==> src/rtl/bounded_deque_with_search_unit_assert.svh <==
// assertion helpers, clocked on clk and held off while rst_n is low
`ifndef BOUNDED_DEQUE_WITH_SEARCH_UNIT_ASSERT_SVH
`define BOUNDED_DEQUE_WITH_SEARCH_UNIT_ASSERT_SVH

// same-cycle implication
`define BDQS_ASSERT_NOW(label, ante, cons, msg) \
    label: assert property (@(posedge clk) disable iff (!rst_n) (ante) |-> (cons)) \
        else $error(msg);

// next-cycle implication
`define BDQS_ASSERT_NEXT(label, ante, cons, msg) \
    label: assert property (@(posedge clk) disable iff (!rst_n) (ante) |=> (cons)) \
        else $error(msg);

`endif

==> src/rtl/bdqs_pkg.sv <==
`timescale 1ns / 1ps
package bdqs_pkg;

    localparam int BDQS_CAPACITY = 16;
    localparam int WORD_W        = 32;
    localparam int OP_W          = 3;
    localparam int COUNT_OUT_W   = 5;

    localparam logic [WORD_W-1:0] MOST_NEG_WORD = 32'h8000_0000;

    localparam logic [OP_W-1:0] OP_ADD_BACK    = 3'd0;
    localparam logic [OP_W-1:0] OP_ADD_FRONT   = 3'd1;
    localparam logic [OP_W-1:0] OP_REMOVE_BACK = 3'd2;
    localparam logic [OP_W-1:0] OP_CONTAINS    = 3'd3;
    localparam logic [OP_W-1:0] OP_CLEAR       = 3'd4;

    // back of the queue sits in cell 0, front at cell (count - 1)
    typedef struct packed {
        logic              shift_in;
        logic              shift_out;
        logic              write_front;
        logic [WORD_W-1:0] word;
    } bdqs_ctrl_t;

endpackage

==> src/rtl/bdqs_cell.sv <==
`timescale 1ns / 1ps
module bdqs_cell
    import bdqs_pkg::*;
#(
    parameter int INDEX = 0,
    parameter int CNT_W = 5
)
(
    input  logic              clk,
    input  bdqs_ctrl_t        ctrl,
    input  logic [CNT_W-1:0]  count,
    input  logic [WORD_W-1:0] from_back,
    input  logic [WORD_W-1:0] from_front,
    output logic [WORD_W-1:0] data,
    output logic              match
);

    logic [WORD_W-1:0] data_reg;
    logic [WORD_W-1:0] data_next;
    logic              occupied;

    assign occupied = CNT_W'(INDEX) < count;

    always_comb
    begin
        priority if (ctrl.shift_in)
        begin
            data_next = from_back;
        end
        else if (ctrl.shift_out)
        begin
            data_next = from_front;
        end
        else if (ctrl.write_front && (count == CNT_W'(INDEX)))
        begin
            data_next = ctrl.word;
        end
        else
        begin
            data_next = data_reg;
        end
    end

    always_ff @(posedge clk)
    begin
        data_reg <= data_next;
    end

    assign data  = data_reg;
    assign match = occupied && (data_reg == ctrl.word);

endmodule

==> src/rtl/bounded_deque_with_search_unit.sv <==
`timescale 1ns / 1ps
// Bounded double-ended queue of signed 32-bit words with a membership search, built as a row
// of CAPACITY cells. One operation beat is taken per clock cycle and its result beat appears
// in the cycle after acceptance from an output register; the input stays ready while that
// register is empty or being drained, so the sustained rate is one item per cycle. Every
// operation completes on acceptance: appends at the back shift the row, inserts at the
// front write the cell at the current count, removes read cell 0 and shift back, and the
// search compares every cell in parallel and ORs the hits. No clearing pass follows reset.
module bounded_deque_with_search_unit
    import bdqs_pkg::*;
#(
    parameter int CAPACITY = BDQS_CAPACITY
)
(
    input  logic        clk,
    input  logic        rst_n,
    input  logic        s_axis_tvalid,
    output logic        s_axis_tready,
    input  logic [31:0] s_axis_tdata,   // value
    input  logic [2:0]  s_axis_tuser,   // operation
    output logic        m_axis_tvalid,
    input  logic        m_axis_tready,
    output logic [39:0] m_axis_tdata,   // removed_value, element_count, zero fill
    output logic [2:0]  m_axis_tuser    // found, is_empty, rejected
);

`include "bounded_deque_with_search_unit_assert.svh"

    localparam int CNT_W = $clog2(CAPACITY + 1);

    logic [CNT_W-1:0]  count_reg;
    logic [CNT_W-1:0]  count_next;
    logic              out_valid_reg;
    logic [WORD_W-1:0] removed_reg;
    logic [WORD_W-1:0] removed_next;
    logic              found_reg;
    logic              found_next;
    logic [COUNT_OUT_W-1:0] count_out_reg;
    logic              empty_reg;
    logic              rejected_reg;
    logic              rejected_next;

    logic              in_fire;
    logic              is_full;
    logic              is_none;
    logic [OP_W-1:0]   op;
    bdqs_ctrl_t        ctrl;
    logic [WORD_W-1:0] cell_data [CAPACITY];
    logic [CAPACITY-1:0] cell_match;
    logic [CNT_W+COUNT_OUT_W-1:0] count_wide;

    assign s_axis_tready = !out_valid_reg || m_axis_tready;
    assign in_fire       = s_axis_tvalid && s_axis_tready;
    assign op            = s_axis_tuser;
    assign is_full       = count_reg == CNT_W'(CAPACITY);
    assign is_none       = count_reg == '0;
    assign found_next    = (op == OP_CONTAINS) && (|cell_match);

    always_comb
    begin
        ctrl.shift_in    = 1'b0;
        ctrl.shift_out   = 1'b0;
        ctrl.write_front = 1'b0;
        ctrl.word        = s_axis_tdata;
        count_next       = count_reg;
        removed_next     = MOST_NEG_WORD;
        rejected_next    = 1'b0;
        unique case (op)
            OP_ADD_BACK:
            begin
                if (is_full)
                begin
                    rejected_next = 1'b1;
                end
                else
                begin
                    ctrl.shift_in = in_fire;
                    count_next    = count_reg + 1'b1;
                end
            end
            OP_ADD_FRONT:
            begin
                if (is_full)
                begin
                    rejected_next = 1'b1;
                end
                else
                begin
                    ctrl.write_front = in_fire;
                    count_next       = count_reg + 1'b1;
                end
            end
            OP_REMOVE_BACK:
            begin
                if (is_none)
                begin
                    rejected_next = 1'b1;
                end
                else
                begin
                    ctrl.shift_out = in_fire;
                    removed_next   = cell_data[0];
                    count_next     = count_reg - 1'b1;
                end
            end
            OP_CONTAINS:
            begin
            end
            OP_CLEAR:
            begin
                count_next = '0;
            end
            default:
            begin
            end
        endcase
    end

    genvar gi;
    generate
        for (gi = 0; gi < CAPACITY; gi++)
        begin : g_cell
            logic [WORD_W-1:0] back_side;
            logic [WORD_W-1:0] front_side;
            if (gi == 0)
            begin : g_first
                assign back_side = s_axis_tdata;
            end
            else
            begin : g_mid
                assign back_side = cell_data[gi-1];
            end
            if (gi == CAPACITY - 1)
            begin : g_last
                assign front_side = cell_data[gi];
            end
            else
            begin : g_inner
                assign front_side = cell_data[gi+1];
            end
            bdqs_cell #(
                .INDEX (gi),
                .CNT_W (CNT_W)
            ) u_cell (
                .clk        (clk),
                .ctrl       (ctrl),
                .count      (count_reg),
                .from_back  (back_side),
                .from_front (front_side),
                .data       (cell_data[gi]),
                .match      (cell_match[gi])
            );
        end
    endgenerate

    assign count_wide = {{COUNT_OUT_W{1'b0}}, count_next};

    always_ff @(posedge clk or negedge rst_n)
    begin
        if (!rst_n)
        begin
            count_reg     <= '0;
            out_valid_reg <= 1'b0;
        end
        else
        begin
            if (in_fire)
            begin
                count_reg     <= count_next;
                out_valid_reg <= 1'b1;
            end
            else if (m_axis_tready)
            begin
                out_valid_reg <= 1'b0;
            end
        end
    end

    always_ff @(posedge clk)
    begin
        if (in_fire)
        begin
            removed_reg   <= removed_next;
            found_reg     <= found_next;
            count_out_reg <= count_wide[COUNT_OUT_W-1:0];
            empty_reg     <= count_next == '0;
            rejected_reg  <= rejected_next;
        end
    end

    assign m_axis_tvalid = out_valid_reg;
    assign m_axis_tdata  = {3'b000, count_out_reg, removed_reg};
    assign m_axis_tuser  = {rejected_reg, empty_reg, found_reg};

    `BDQS_ASSERT_NOW(a_count_bound, 1'b1, count_reg <= CNT_W'(CAPACITY), "count above capacity")
    `BDQS_ASSERT_NOW(a_reject_word, out_valid_reg && rejected_reg,
        removed_reg == MOST_NEG_WORD && !found_reg, "rejected beat carries data")
    `BDQS_ASSERT_NEXT(a_push_count, in_fire && op == OP_ADD_BACK && !is_full,
        count_reg == CNT_W'($past(count_reg) + 1'b1), "append did not grow count")
    `BDQS_ASSERT_NEXT(a_found_op, in_fire && op != OP_CONTAINS,
        !found_reg, "found raised outside a search")

endmodule
==> config.mk <==
export PLATFORM = sky130hd
export DESIGN_NAME = bounded_deque_with_search_unit
export DESIGN_NICKNAME = d
export VERILOG_FILES = /design/src/rtl/bdqs_pkg.sv /design/src/rtl/bdqs_cell.sv /design/src/rtl/bounded_deque_with_search_unit.sv
export VERILOG_INCLUDE_DIRS = /design/src /design/src/rtl
export SDC_FILE = /design/constraint.sdc
export NUM_CORES = 1
export LEC_CHECK = 0
export BUFFER_PORTS_ARGS = -buffer_cell sky130_fd_sc_hd__buf_4
export CORE_MARGIN = 3
export CORE_UTILIZATION = 59
export CTS_CLUSTER_SIZE = 12
export DETAILED_ROUTE_END_ITERATION = 10
export GPL_TIMING_DRIVEN = 1
export PLACE_DENSITY_LB_ADDON = 0.3
export SLEW_MARGIN = 20
export SYNTH_ARGS = -nofsm -noshare
export SYNTH_HDL_FRONTEND = slang
export SYNTH_HIERARCHICAL = 1
export SYNTH_SLANG_ARGS = --single-unit
==> constraint.sdc <==
create_clock -name clk -period 7 [get_ports clk]
set_clock_uncertainty 0.1 [all_clocks]
set_input_delay 1.4 -clock clk [delete_from_list [all_inputs] [get_ports clk]]
set_output_delay 1.4 -clock clk [all_outputs]
set_load 0.005 [all_outputs]
==> results.py, run 1 <==
metrics = {
    "outcome": {
        "status": "finished, final reports clean",
    },
    "finish": {
        "instances_no_fill": 3931,
        "largest_reg_flops": 512,
        "multiInputGateArea_sq_mm": 0.0166,
        "area_delta_synth_final_pct": 8.45,
        "nets": 3172,
        "drive_gt1_share_pct": 8.07,
        "regArea_sq_mm": 0.0167,
        "nFillCells": 4387,
    },
    "clocking": {
        "clk_pin_slew_worst_paths_ns": 0.06,
        "clockBufferDepth": 3,
        "cts_setup_buffers": 0,
        "cts.sinks": 558,
        "hold_buffers": 0,
        "cts_tree": "yes",
        "root_buffer": "clkbuf_16",
        "cts_buffers": 58,
        "clock_latency_ns": 0.63,
        "cts.htree.levels": 2,
        "post_cts_resized": 0,
    },
    "placement": {
        "port_buffers": 80,
        "place_inst": 3827,
        "gp_congestion": 0.917,
        "post-dp-hpwl_mm": 68.4,
    },
    "sta": {
        "tightest_slew_ns": 1.09,
        "rsz0062_at_grt": "no",
        "relSlewSlack_pct": 27.2,
        "min_period_over_period_pct": 60.3,
        "hold_ws_ns": 0.454,
        "finalSetupViolCount": 0,
        "timing_hold_violations_final": 0,
        "min_period_ns": 4.22,
        "drv_slew": 0,
        "setup-tns-final_ns": 0,
        "fmax_mhz": 237,
    },
    "route": {
        "viasPerCell": 6.67,
        "drt_iter0_markers": 4053,
        "postRouteAntennaNets": 0,
        "routedWlPerCell_um": 26.8,
        "dr.pass1.iters": 6,
        "drc_errors": 0,
        "wl_mm": 105,
        "dr_total_vias": 26200,
    },
    "critical_path": {
        "crit_path_max_incr_delay_ns": 0.95,
        "cp-start-kind": "flop",
        "worstRegToRegCells": 10,
        "path_common_cell": "buf_4",
        "required_ns": 7.23,
        "path_cells": "buf_4 -> inv_1 -> ha_1 -> nor4b_2 -> nor3_2 -> buf_4 -> and2_4 -> buf_4 -> mux2i_1 -> o21ai_0",
        "critPathMaxFanout": 62,
        "path_class": "flop to flop",
        "critical_path.endpoint_type": "flop",
        "arrival_ns": 4.46,
        "worst_path_max_delay_cell": "buf_4",
    },
    "min_path": {
        "min_delay_path_depth": 2,
        "hp-class": "flop to flop",
    },
    "global_routing": {
        "grt_overflow": 0,
        "antenna_found_initial": 0,
        "grt_max_degree": 197,
        "grt.total_usage_pct": 33.9,
        "grt_pass1_wl_mm": 156,
        "grt_pass1_vias": 25100,
    },
    "synthesis": {
        "yosysWarnings": 6,
        "synth_seq_cells": 558,
        "synth_ff_type": "edfxtp_1",
        "synth_cell_types": 59,
        "syn_inst": 3143,
        "netlist_area_sq_mm": 0.0342,
        "yosys.area.top_type": "edfxtp_1",
        "synth.yosys.seq_area_share_pct": 48.9,
        "synth_edf_count": 552,
        "async_flop_share_pct": 1.08,
        "yosys-top-cells-area": "edfxtp_1 48%, mux2i_1 15%, xor2_1 12%",
        "synth_top_area_share_pct": 48.5,
        "syn_area_per_cell_sq_um": 10.9,
    },
    "power_and_ir_drop": {
        "ir_worst_vdd_mv": 0.210,
        "power_frac_comb_pct": 15.3,
        "p_int_uw": 6030,
        "power_density_mw_per_mm2": 226,
        "power_frac_seq_pct": 48.8,
        "p_sw_uw": 2350,
        "power_frac_clock_pct": 35.8,
        "power_leakage_uw": 0.0111,
        "p_sw_share_pct": 28.0,
    },
    "floorplan": {
        "pin_count": 84,
        "die-area_sq_mm": 0.0609,
        "die_w_um": 247,
        "die_y_um": 247,
        "core-area_sq_mm": 0.0568,
        "initial_core_util_pct": 60.2,
        "rows": 87,
    },
    "flow_run": {
        "max-cap-violations": 0,
    },
}
## cells by family after synthesis
family / Yosys count / synth area share [%]
AOI/OAI and AO/OA: 560 / 8.64
buffers and inverters: 194 / 2.73
DFF: 558 / 48.9
muxes: 517 / 15.1
adders and majority gates: 2 / 0.0731
xor gates and xnor gates: 512 / 13.1
other: 1 / 0.0110
and+or+nand+nor: 799 / 11.4
## cells in the final DEF, fill, tap and decap left out, types with 3 or more instances in the layout
master and count:
buf_12 8, clkbuf_8 4, o21ai_0 520, clkbuf_16 61, nor4b_1 5, conb_1 3, mux2_2 5, o31ai_4 4
nand2b_1 5, nor4_2 31, clkinv_1 10, nor3_2 6, nand2_1 518, and2_1 32, nor2_1 17, nand3_1 22
dfrtp_1 5, buf_4 108, clkinv_2 9, a21oi_1 3, or4_1 3, inv_1 4, nor4_1 92, a311o_1 5
mux2i_1 512, xor2_1 453, xnor2_1 59, edfxtp_1 552, clkbuf_1 17, nor3_1 12, and3_1 4, nor2b_1 3
nand4_1 34
## path summary, 6_finish.rpt
kind	start	endpoint	slack, ns
min in group asynchronous	rst_n	count_reg[3]	0.47
worst min register to register	m_axis_tvalid	m_axis_tvalid	0.45
max in group asynchronous	rst_n	count_reg[4]	6.21
worst max-delay path	count_reg[0]	g_cell[1].u_cell/data[4]	2.78
worst max register to register	count_reg[0]	g_cell[1].u_cell/data[4]	2.78
worst min-delay path	m_axis_tvalid	m_axis_tvalid	0.45
## Yosys cell counts (6+ instances only)
| cell type | instances |
|---|---|
| edfxtp_1 | 552 |
| o21ai_0 | 522 |
| nand2_1 | 518 |
| mux2i_1 | 512 |
| xor2_1 | 453 |
| clkbuf_1 | 109 |
| nor4_1 | 92 |
| xnor2_1 | 59 |
| buf_4 | 42 |
| buf_2 | 39 |
| and2_1 | 34 |
| nand4_1 | 34 |
| nor4_2 | 31 |
| nand3_1 | 22 |
| nor2_1 | 18 |
| nor3_1 | 12 |
| a311o_1 | 7 |
| dfrtp_1 | 6 |
| nor3_2 | 6 |
## metrics by stage
stage	utilization, %	cell area [sq um]	total power [uW]	setup WS (ns)
floorplan	-	34200	4850	0.290
global placement	62.1	35300	5350	2.36
detailed placement	62.1	35300	5390	2.29
CTS	65.3	37100	8350	2.79
global route	65.3	37100	8610	2.58
finish	65.3	37100	8380	2.78
## layout make-up
cell class | instances | share of cell area (%)
diodes | 1 | 0.00675
clock buffers | 82 | 4.43
clock inverters | 21 | 0.384
inverters | 4 | 0.0405
multi-input cells | 2393 | 44.9
flip-flops and latches | 558 | 45.1
well taps | 756 | 2.55
repair buffers | 116 | 2.62
## metal layers
metal,vias up,GRT usage (%),wire length (um)
li1,11400,-,-
met1,12500,49.6,41300
met2,2003,48.9,44800
met3,288,7.89,14700
met4,0,13.3,4620
met5,-,0,0
## power groups by stage
stage	sequential (uW)	combinational (uW)	clock, uW
floorplan	4130	719	0
global placement	4150	1210	0
detailed placement	4150	1240	0
CTS	4080	1250	3020
global route	4100	1370	3140
finish	4090	1280	3000
## critical path: cells and delay by family, from the launching register on
kind | cells | cell delay, ns
buffers and inverters | 4 | 1.75
and+or+nand+nor | 3 | 0.98
DFF | 1 | 0.32
adders and majority gates | 1 | 0.31
muxes | 1 | 0.30
AOI/OAI and AO/OA | 1 | 0.12
No activity file was read; power rests on OpenSTA's default activity.
==> run 2, diff against run 1 <==
clock period = 4.1 ns   (was 7 ns; I/O delays follow)
==> run 2 against run 1 <==
Effect of this change: first-iteration DRC count increased by 12%; die area unchanged; hold slack got worse by 0.13 ns; register-to-register slack got worse by 2.1 ns; largest power group unchanged; wire length increased by 6.6%; design area increased by 2.1%; via count increased by 2.1%; non-clock buffer count increased by 55; sequential share of layout area decreased by 0.92 points.
==> results.py, run 2 (synthesis results as in run 1) <==
metrics = {
    "clocking": {
        "cts_tree": "yes",
        "clockBufferDepth": 3,
        "cts.sinks": 558,
        "root_buffer": "clkbuf_16",
        "cts_buffers": 66,
        "clk_pin_slew_worst_paths_ns": 0.06,
        "cts.htree.levels": 3,
        "clock_latency_ns": 0.61,
    },
    "critical_path": {
        "required_ns": 4.37,
        "timing.critical_path.from": "count_reg[3]",
        "cp-start-kind": "flop",
        "crit_buf_inv": 1,
        "critPathMaxFanout": 12,
        "arrival_ns": 3.69,
        "r2r-start": "count_reg[3]",
        "crit_path_max_incr_delay_ns": 0.71,
        "crit_family": "simple AND/OR/NAND/NOR gates",
        "critical_path.endpoint_type": "flop",
        "worst_path_max_delay_cell": "dfrtp_1",
        "path_class": "flop to flop",
        "path_cells": "buf_4 -> nor4b_1 -> nor4_1 -> nand4_1 -> nor4_2 -> nor4_1 -> nand4_1 -> and3_1",
    },
    "power_and_ir_drop": {
        "ir_worst_vdd_mv": 0.299,
        "power_density_mw_per_mm2": 395,
        "power_leakage_uw": 0.0115,
    },
    "finish": {
        "nFillCells": 4416,
        "drive_gt1_share_pct": 10.1,
        "diodes": 0,
        "largest_reg_flops": 512,
        "final_common_cell": "edfxtp_1",
        "nets": 3235,
        "final_cell_mix": "552 x edfxtp_1, 520 x o21ai_0, 517 x nand2_1",
        "area_delta_synth_final_pct": 10.7,
    },
    "route": {
        "routedWlPerCell_um": 28.1,
        "drc_errors": 0,
        "postRouteAntennaNets": 0,
        "drt_iter0_markers": 4535,
        "wl_mm": 112,
        "dr.pass1.iters": 6,
        "dr_total_vias": 26800,
        "viasPerCell": 6.70,
    },
    "min_path": {
        "hp-class": "input port to flop",
        "hp-start": "s_axis_tvalid",
    },
    "outcome": {
        "status": "finished, final reports clean",
    },
    "global_routing": {
        "grt_pass1_vias": 25100,
        "grt.total_usage_pct": 36.5,
        "antenna_found_initial": 5,
        "grt_overflow": 0,
        "grt_pass1_wl_mm": 165,
        "grt_max_degree": 200,
    },
    "floorplan": {
        "initial_core_util_pct": 60.2,
        "pin_count": 84,
        "rows": 87,
        "core-area_sq_mm": 0.0568,
        "die_y_um": 247,
        "die_w_um": 247,
        "die-area_sq_mm": 0.0609,
    },
    "sta": {
        "fmax_mhz": 292,
        "setup-tns-final_ns": 0,
        "timing_hold_violations_final": 0,
        "min_period_over_period_pct": 83.6,
        "min_period_ns": 3.43,
        "finalSetupViolCount": 0,
        "rsz0062_at_grt": "no",
        "hold_ws_ns": 0.321,
        "drv_slew": 0,
        "relSlewSlack_pct": 36.4,
        "tightest_slew_ns": 0.954,
    },
    "flow_run": {
        "max-cap-violations": 0,
    },
    "placement": {
        "post-dp-hpwl_mm": 75.2,
        "port_buffers": 80,
        "gp_congestion": 1.00,
    },
}
## run 2: changes by cell type in the layout (fill, tap and decap cells not counted), moves of 4 or more
| cell | delta |
|---|---|
| clkinv_1 | +6 |
| buf_12 | +9 |
| clkbuf_16 | +12 |
| a311o_1 | -5 |
| clkbuf_1 | -5 |
| a311o_2 | +5 |
| buf_4 | +45 |
| clkbuf_8 | -4 |
## run 2: worst paths after layout
check / to / cells past startpoint / slack (ns)
worst max-delay path: found_reg / 8 / 0.67
worst min-delay path: m_axis_tvalid / 2 / 0.32
worst max register to register: found_reg / 8 / 0.67
worst min register to register: m_axis_tvalid / 2 / 0.44
max in group asynchronous: count_reg[4] / 2 / 3.30
min in group asynchronous: count_reg[0] / 2 / 0.47
## run 2: timing repair
action                    in CTS  in global routing
hold buffers                   1                  0
setup buffers                  0                  0
gates resized for setup        0                  0
hold endpoints to repair       6                  0
## run 2: metrics by stage
step	cells	setup WS, ns	total power [uW]	area [sq um]	utilization, %
floorplan	3145	0.0227	8290	34300	-
global placement	3881	0.668	9260	35800	63.1
detailed placement	3881	0.620	9310	35800	63.1
CTS	3996	0.806	14900	37900	66.7
global route	3996	0.601	15400	37900	66.7
finish	3996	0.673	14900	37900	66.7
## run 2: area by class of cell
| type | count | area (sq um) | area share, % |
|---|---|---|---|
| clock inverter | 29 | 156 | 0.413 |
| tap | 756 | 946 | 2.50 |
| clock buffer | 85 | 1870 | 4.94 |
| multi-input combinational | 2393 | 16700 | 44.0 |
| inverter | 4 | 15.0 | 0.0396 |
| sequential | 558 | 16700 | 44.2 |
| timing repair buffer | 171 | 1500 | 3.96 |
## run 2: power by group
group	switching [uW]	total, uW	internal [uW]
sequential	366	7040	6680
combinational	1460	2250	792
clock	2380	5650	3270
## run 2: per-layer routing
layer  vias to the layer above  wire length, um  GRT usage [%]
met5                         -               60              0
met4                        10             3660           11.3
met3                       239            17200           12.7
met2                      2005            46400           50.1
met1                     13000            45100           54.0
li1                      11500                -              -
